File: config.mk
export PLATFORM = sky130hd
export DESIGN_NAME = sorted_list_table
export DESIGN_NICKNAME = d
export VERILOG_FILES = /design/src/sv/slt_pkg.sv /design/src/sv/sorted_list_table.sv /design/src/sv/slt_cell.sv
export SDC_FILE = /design/constraint.sdc
export NUM_CORES = 2
export LEC_CHECK = 0
export ABC_AREA = 1
export BUFFER_PORTS_ARGS = -buffer_cell sky130_fd_sc_hd__clkbuf_2
export CAP_MARGIN = 15
export CORE_UTILIZATION = 40
export CTS_CLUSTER_DIAMETER = 150
export DETAILED_ROUTE_END_ITERATION = 8
export GPL_ROUTABILITY_DRIVEN = 0
export PLACE_DENSITY_LB_ADDON = 0.3
export SLEW_MARGIN = 20
export SYNTH_ARGS = -nofsm -noshare
export SYNTH_HDL_FRONTEND = slang
export SYNTH_HIERARCHICAL = 1
export SYNTH_SLANG_ARGS = --single-unit
File: constraint.sdc
create_clock -name clk -period 8 [get_ports clk]
set_input_delay 0.8 -clock clk [delete_from_list [all_inputs] [get_ports clk]]
set_output_delay 0.8 -clock clk [all_outputs]
set_load 0.05 [all_outputs]
File: src/sv/slt_pkg.sv
// Shared types, widths and operation codes of the sorted list table.
package slt_pkg;

    localparam int DEPTH   = 16;
    localparam int KEY_W   = 32;
    localparam int IDX_W   = $clog2(DEPTH);
    localparam int CNT_W   = $clog2(DEPTH + 1);
    localparam int OP_W    = 3;
    localparam int SLOT_W  = 5;
    localparam int PLACE_W = 6;
    localparam int VALUE_W = 32;
    localparam int FILL_W  = 5;

    localparam int IN_BITS  = OP_W + KEY_W + SLOT_W;
    localparam int IN_W     = ((IN_BITS + 7) / 8) * 8;
    localparam int OUT_BITS = 1 + PLACE_W + VALUE_W + FILL_W;
    localparam int OUT_W    = ((OUT_BITS + 7) / 8) * 8;

    localparam logic [OP_W-1:0] OP_INSERT    = 3'd0;
    localparam logic [OP_W-1:0] OP_REMOVE    = 3'd1;
    localparam logic [OP_W-1:0] OP_FIND      = 3'd2;
    localparam logic [OP_W-1:0] OP_REMOVE_AT = 3'd3;
    localparam logic [OP_W-1:0] OP_READ_AT   = 3'd4;
    localparam logic [OP_W-1:0] OP_CLEAR     = 3'd5;

    // Broadcast control for the row of cells
    typedef struct packed {
        logic             ins;
        logic             del;
        logic [IDX_W-1:0] pos;
        logic [KEY_W-1:0] key;
    } slt_ctl_t;

endpackage

File: src/sv/sorted_list_table.sv
// Top level of the sorted list table: a row of compare-and-shift cells plus a sequencer.
// A transaction is captured, its compare results are registered in lt_reg/eq_reg, and its
// result is registered in the shift pass, which waits while the previous result is unaccepted.
// A new operation is accepted only in the idle state, after both the compare and the shift pass.
// Reset (rst_n low, asynchronous) empties the table and drops any pending result;
// the stored keys themselves are not cleared and are only read below the fill count.
module sorted_list_table
    import slt_pkg::*;
(
    input  logic             clk,
    input  logic             rst_n,
    input  logic             s_tvalid,
    output logic             s_tready,
    // operation[2:0], key[34:3], slot[39:35]
    input  logic [IN_W-1:0]  s_tdata,
    output logic             m_tvalid,
    input  logic             m_tready,
    // ok[0], place[6:1], entry_value[38:7], fill_count[43:39], zero fill above
    output logic [OUT_W-1:0] m_tdata
);

    localparam logic [1:0] ST_IDLE  = 2'd0;
    localparam logic [1:0] ST_LOOK  = 2'd1;
    localparam logic [1:0] ST_APPLY = 2'd2;

    logic [1:0]         state_reg;
    logic [1:0]         state_next;
    logic [CNT_W-1:0]   count_reg;
    logic [CNT_W-1:0]   count_next;

    // Captured transaction
    logic [OP_W-1:0]    op_reg;
    logic [KEY_W-1:0]   key_reg;
    logic [SLOT_W-1:0]  slot_reg;

    // Compare results of the whole row
    logic [DEPTH-1:0]   lt_reg;
    logic [DEPTH-1:0]   eq_reg;
    logic [DEPTH-1:0]   cell_lt;
    logic [DEPTH-1:0]   cell_eq;
    logic [KEY_W-1:0]   cell_key [DEPTH];

    // Result register
    logic               m_valid_reg;
    logic               m_valid_next;
    logic [OUT_W-1:0]   m_data_reg;
    logic [OUT_W-1:0]   m_data_next;

    logic               in_go;
    logic               apply_go;
    slt_ctl_t           ctl;

    // Position decode
    logic [DEPTH-1:0]   boundary;
    logic [CNT_W-1:0]   pos;
    logic               found;
    logic [PLACE_W-1:0] pos_one;
    logic               slot_ok;
    logic [IDX_W-1:0]   slot_idx;
    logic               full;

    logic               res_ok;
    logic [PLACE_W-1:0] res_place;
    logic [VALUE_W-1:0] res_value;

    assign s_tready = (state_reg == ST_IDLE);
    assign in_go    = s_tvalid && s_tready;
    // Hold the shift pass while the previous result is still waiting
    assign apply_go = (state_reg == ST_APPLY) && (!m_valid_reg || m_tready);
    assign m_tvalid = m_valid_reg;
    assign m_tdata  = m_data_reg;

    // Row of cells: each takes its key from the left on insert, from the right on delete
    genvar gi;
    generate
        for (gi = 0; gi < DEPTH; gi++)
        begin : g_cell
            logic [KEY_W-1:0] left_k;
            logic [KEY_W-1:0] right_k;
            if (gi == 0)
            begin : g_first
                assign left_k = ctl.key;
            end
            else
            begin : g_mid_l
                assign left_k = cell_key[gi-1];
            end
            if (gi == DEPTH - 1)
            begin : g_last
                assign right_k = cell_key[gi];
            end
            else
            begin : g_mid_r
                assign right_k = cell_key[gi+1];
            end

            slt_cell u_cell (
                .clk        (clk),
                .cell_index (IDX_W'(gi)),
                .fill       (count_reg),
                .ctl        (ctl),
                .left_key   (left_k),
                .right_key  (right_k),
                .key        (cell_key[gi]),
                .lt         (cell_lt[gi]),
                .eq         (cell_eq[gi])
            );
        end
    endgenerate

    // The less-than flags form a run of ones from cell 0; the first zero is the
    // insertion point, or DEPTH when every cell holds a smaller key.
    always_comb
    begin
        pos = '0;
        for (int i = 0; i < DEPTH; i++)
        begin
            if (i == 0)
                boundary[i] = !lt_reg[i];
            else
                boundary[i] = !lt_reg[i] && lt_reg[i-1];
            pos = pos | (boundary[i] ? CNT_W'(i) : '0);
        end
        if (boundary == '0)
            pos = CNT_W'(DEPTH);
        found = |(boundary & eq_reg);
    end

    assign pos_one  = PLACE_W'(pos) + PLACE_W'(1);
    assign full     = (count_reg == CNT_W'(DEPTH));
    assign slot_ok  = (slot_reg != '0) && (CNT_W'(slot_reg) <= count_reg);
    assign slot_idx = IDX_W'(slot_reg - SLOT_W'(1));

    always_comb
    begin
        ctl        = '0;
        ctl.key    = key_reg;
        count_next = count_reg;
        res_ok     = 1'b0;
        res_place  = '0;
        res_value  = '0;
        unique case (op_reg)
            OP_INSERT:
            begin
                if (!full)
                begin
                    ctl.ins    = apply_go;
                    ctl.pos    = IDX_W'(pos);
                    count_next = count_reg + CNT_W'(1);
                    res_ok     = 1'b1;
                    res_place  = pos_one;
                end
            end
            OP_REMOVE:
            begin
                res_place = found ? pos_one : -pos_one;
                if (found)
                begin
                    ctl.del    = apply_go;
                    ctl.pos    = IDX_W'(pos);
                    count_next = count_reg - CNT_W'(1);
                    res_ok     = 1'b1;
                end
            end
            OP_FIND:
            begin
                res_place = found ? pos_one : -pos_one;
                res_ok    = found;
            end
            OP_REMOVE_AT:
            begin
                if (slot_ok)
                begin
                    ctl.del    = apply_go;
                    ctl.pos    = slot_idx;
                    count_next = count_reg - CNT_W'(1);
                    res_ok     = 1'b1;
                end
            end
            OP_READ_AT:
            begin
                if (slot_ok)
                begin
                    res_value = VALUE_W'(cell_key[slot_idx]);
                    res_ok    = 1'b1;
                end
            end
            OP_CLEAR:
            begin
                count_next = '0;
                res_ok     = 1'b1;
            end
            default:
            begin
                count_next = count_reg;
            end
        endcase
    end

    always_comb
    begin
        m_data_next = {{(OUT_W - OUT_BITS){1'b0}},
                       FILL_W'(count_next), res_value, res_place, res_ok};
        m_valid_next = m_valid_reg;
        if (m_valid_reg && m_tready)
            m_valid_next = 1'b0;
        if (apply_go)
            m_valid_next = 1'b1;
    end

    // Sequencer: capture, compare pass, shift pass
    always_comb
    begin
        state_next = state_reg;
        unique case (state_reg)
            ST_IDLE:
                if (in_go)
                    state_next = ST_LOOK;
            ST_LOOK:
                state_next = ST_APPLY;
            ST_APPLY:
                if (apply_go)
                    state_next = ST_IDLE;
            default:
                state_next = ST_IDLE;
        endcase
    end

    always_ff @(posedge clk or negedge rst_n)
    begin
        if (!rst_n)
        begin
            state_reg   <= ST_IDLE;
            count_reg   <= '0;
            m_valid_reg <= 1'b0;
        end
        else
        begin
            state_reg   <= state_next;
            m_valid_reg <= m_valid_next;
            if (apply_go)
                count_reg <= count_next;
        end
    end

    always_ff @(posedge clk)
    begin
        if (in_go)
        begin
            op_reg   <= s_tdata[OP_W-1:0];
            key_reg  <= s_tdata[OP_W+KEY_W-1:OP_W];
            slot_reg <= s_tdata[OP_W+KEY_W+SLOT_W-1:OP_W+KEY_W];
        end
        if (state_reg == ST_LOOK)
        begin
            lt_reg <= cell_lt;
            eq_reg <= cell_eq;
        end
        if (apply_go)
            m_data_reg <= m_data_next;
    end

    // The table never holds more than DEPTH keys
    a_count_bound: assert property (@(posedge clk) disable iff (!rst_n)
        count_reg <= CNT_W'(DEPTH))
        else $error("fill count above depth");

    // Keys stay sorted, so the less-than flags are a run of ones from cell 0
    a_lt_prefix: assert property (@(posedge clk) disable iff (!rst_n)
        (state_reg == ST_APPLY) |-> (((lt_reg >> 1) & ~lt_reg) == '0))
        else $error("row of keys out of order");

    // A successful insert grows the table by one
    a_insert_grows: assert property (@(posedge clk) disable iff (!rst_n)
        (apply_go && (op_reg == OP_INSERT) && !full)
            |=> (count_reg == $past(count_reg) + CNT_W'(1)))
        else $error("insert did not grow the table");

    // An accepted transaction always goes to the compare pass next
    a_accept_look: assert property (@(posedge clk) disable iff (!rst_n)
        in_go |=> (state_reg == ST_LOOK))
        else $error("accepted transaction not compared");

endmodule

File: src/sv/slt_cell.sv
// One cell of the sorted row: holds a key, compares it and shifts with its neighbors.
module slt_cell
    import slt_pkg::*;
(
    input  logic             clk,
    input  logic [IDX_W-1:0] cell_index,
    input  logic [CNT_W-1:0] fill,
    input  slt_ctl_t         ctl,
    input  logic [KEY_W-1:0] left_key,
    input  logic [KEY_W-1:0] right_key,
    output logic [KEY_W-1:0] key,
    output logic             lt,
    output logic             eq
);

    logic [KEY_W-1:0] key_reg;
    logic [KEY_W-1:0] key_next;
    logic             occupied;

    assign occupied = {1'b0, cell_index} < fill;
    assign lt       = occupied && (ctl.key > key_reg);
    assign eq       = occupied && (ctl.key == key_reg);
    assign key      = key_reg;

    // Insert: open a gap by taking the left neighbor; delete: close it from the right
    always_comb
    begin
        key_next = key_reg;
        if (ctl.ins)
        begin
            if (cell_index > ctl.pos)
                key_next = left_key;
            else if (cell_index == ctl.pos)
                key_next = ctl.key;
        end
        else if (ctl.del && (cell_index >= ctl.pos))
        begin
            key_next = right_key;
        end
    end

    always_ff @(posedge clk)
    begin
        key_reg <= key_next;
    end

endmodule
==> impl_metrics.csv <==
group,metric,value,unit
critical_path,required,8.39,ns
synth,synth-seq-cells,636,
timing,final-setup-viol-count,0,
clock_tree,cts.htree.levels,3,
route,dr.pass1.iters,6,
route,drtIter0Drc,4341,
timing,rsz0062_at_grt,"false",
clock_tree,post_cts_resized,0,
finish,stdcell_area,57170,um^2
clock_tree,cts_tree,"yes",
timing,finalMaxSlewViolations,0,
timing,slew_headroom,0.2486,
critical_path,crit_type,"flip-flop to flip-flop",
power,p_leak,26.61,nW
timing,fin_skew,0.02406,ns
worst_hold_path,hold_depth,1,
route,wl,156100,um
finish,syn_to_final_growth,7.839,%
synth,syn_area,53010,um^2
clock_tree,post_cts_buffers,0,
timing,setup_tns,0,ns
die,core,131500,um^2
die,ios,94,
placement,dpl_cell_area,54630,um^2
synth,ys_seq_area_frac,0.3595,
finish,postLayoutCoreUtil,0.4348,
finish,antennaDiodeCount,0,
placement,io_buffers,89,
die,die_w,366.0,um
die,die_h,366.0,um
route,vias,47550,
timing,max_freq,206.7,MHz
synth,synth_cell_type_count,39,
power,power,13.55,mW
power,power.density,237.0,nW/um^2
critical_path,cpMaxStageDelayCell,"inv_6",
synth,avgSynthCellArea,7.662,um^2
critical_path,path_max_fanout,82,
power,vdd_drop_max,0.1790,mV
timing,post-route-period-util,0.6046,
finish,largest_reg_flops,512,
synth,synthArstFlopShare,0.01258,
timing,worstMarginPinSlew,1.127,ns
global_route,grt_max_degree,236,
critical_path,startpoint_type,"flip-flop",
synth,synth_edf_count,628,
timing,whs,0.2787,ns
synth,ys_warn_count,6,
job,max-cap-violations,0,
global_route,grtUsageTotal,0.2267,
clock_tree,cts_hold_buf,1,
critical_path,crit_top_cell,"buf_4",
global_route,antenna_found_initial,0,
run_status,status,"finished clean",
die,initial_core_util,0.4032,
critical_path,cp.arrival,5.23,ns
route,detail_route.wl_per_cell,17.78,um
route,via_per_inst,5.414,
critical_path,slowest_delay,0.56,ns
finish,final_nets,7645,
critical_path,worstSetupEndpointType,"flip-flop",
finish,drive_gt1_frac,0.05492,
timing,period_minus_slack,4.837,ns
global_route,grt_pass1_wl,246000,um
clock_tree,clk_pin_slew,0.06,ns
placement,dp_hpwl,115100,um
die,num_rows,133,
synth,syn_inst,6919,
die,dieArea,134000,um^2
route,drc,0,
clock_tree,cts_root_buf,"clkbuf_16",
global_route,first_global_vias,44370,
timing,hold_viol,0,
clock_tree,clk_latency,0.69,ns
clock_tree,clockBufferDepth,3,
critical_path,crit_chain,"inv_6, nand3_1, xnor2_4, buf_4, inv_2, o22ai_1, buf_4, inv_1, ha_1, a21oi_1, nand2_2, nand2_4, inv_4, nand2_1, a31oi_1",
global_route,grt-ovfl-total,0,
clock_tree,cts_sinks,636,
worst_hold_path,hp-class,"input pin to flip-flop",
synth,synthFlopType,"edfxtp_1",
critical_path,r2r.worst_path.cells,15,
clock_tree,numCtsBuffers,81,
route,ant_nets,0,
## per-layer routing
layer	vias to the layer above	GRT usage	share of wire
met5	-	0	0
met4	0	0.07966	0.033
met3	214	0.03214	0.070
met2	1699	0.3581	0.44
met1	22360	0.3153	0.45
li1	23280	-	-
## cells in the mapped netlist (16+ instances only)
master    number  area (um^2)
inv_4         16        100.1
o21ai_2       16        140.1
a31oi_1      512         3203
nor3_1        42        210.2
inv_1        858         3221
buf_2         66        330.3
ha_1         634         7933
edfxtp_1     628        18860
o21a_1        33        247.7
nand2_4       16        180.2
nor2_1       994         3731
nand3_1       90        450.4
o32ai_1       57        499.2
a21oi_1      294         1471
inv_2         19        71.32
mux2i_1       64        640.6
nand2_1     1865         7000
o22ai_1       17        106.4
clkbuf_1     130        488.0
nand4_1       55        344.1
nor2_2        17        106.4
o21ai_0      246         1231
o21ai_1       22        110.1
a21o_1        16        120.1
o221ai_1      57        499.2
buf_6        105         1182
nand2_2       16        100.1
## worst max-delay path: cells and delay by family (launching register included)
kind / cells / cell delay [ns]
XOR/XNOR: 1 / 0.21
buffers and inverters: 6 / 2.00
AND/OR/NAND/NOR: 4 / 0.89
AO/OA/AOI/OAI: 3 / 0.60
adder cells (fa/ha/maj): 1 / 0.32
flip-flops: 1 / 0.45
## final cells by class
| class | instances | area (um^2) |
|---|---|---|
| Fill cell | 13200 | 74300 |
| Multi-Input combinational cell | 5190 | 28920 |
| Sequential cell | 636 | 19060 |
| Inverter | 893 | 3397 |
| Tap cell | 1755 | 2196 |
| Clock buffer | 98 | 2176 |
| Timing Repair Buffer | 165 | 1069 |
| Clock inverter | 46 | 346.6 |
## kinds of logic after synthesis
| group | count (synthesis) | synth area share |
|---|---|---|
| compound gates | 1271 | 0.1440 |
| xor+xnor | 6 | 0.001133 |
| fa+ha+maj | 634 | 0.1496 |
| buf+inv | 1207 | 0.1042 |
| flops | 636 | 0.3595 |
| mux | 64 | 0.01208 |
| other cells | 2 | 0.0001417 |
| simple gates | 3099 | 0.2292 |
## path summary, 6_finish.rpt
path	from	endpoint	slack, ns
min reg2reg	state_reg[0]	state_reg[0]	0.53
min	s_tdata[23]	g_cell[0].left_k[20]	0.28
min in group asynchronous	rst_n	state_reg[0]	0.49
max reg2reg	slot_reg[0]	g_cell[5].u_cell/key[27]	3.16
max in group asynchronous	rst_n	count_reg[4]	7.33
max	slot_reg[0]	g_cell[5].u_cell/key[27]	3.16
## per-stage QoR
step	worst slack [ns]	cells
5_1_grt	2.822	8783
3_3_place_gp	3.325	8638
3_5_place_dp	3.226	8638
2_1_floorplan	3.575	7033
4_1_cts	3.203	8783
6_report	3.163	8783
## power by group
group / total [mW] / internal (mW) / switching [mW]
clock: 3.63 / 2.04 / 1.59
combinational: 5.62 / 1.60 / 4.02
sequential: 4.31 / 4.05 / 0.255
## placed cells by master, fill, tap and decap left out, types with 16 or more instances in the layout
master,n
nand4_1,55
o21ai_1,23
nor2_2,17
nand2_2,16
o221ai_1,57
o21a_1,33
inv_1,857
nand2_4,16
clkbuf_2,89
nor2_1,992
ha_1,633
nand2_1,1865
mux2i_1,64
a21oi_1,294
buf_4,71
nor3_1,42
inv_2,19
o22ai_1,17
nand3_1,89
conb_1,116
a31oi_1,512
a21o_1,16
o21ai_2,17
clkbuf_16,85
inv_4,17
clkinv_1,19
o32ai_1,57
o21ai_0,244
edfxtp_1,628
(Power assumes the default switching activity.)
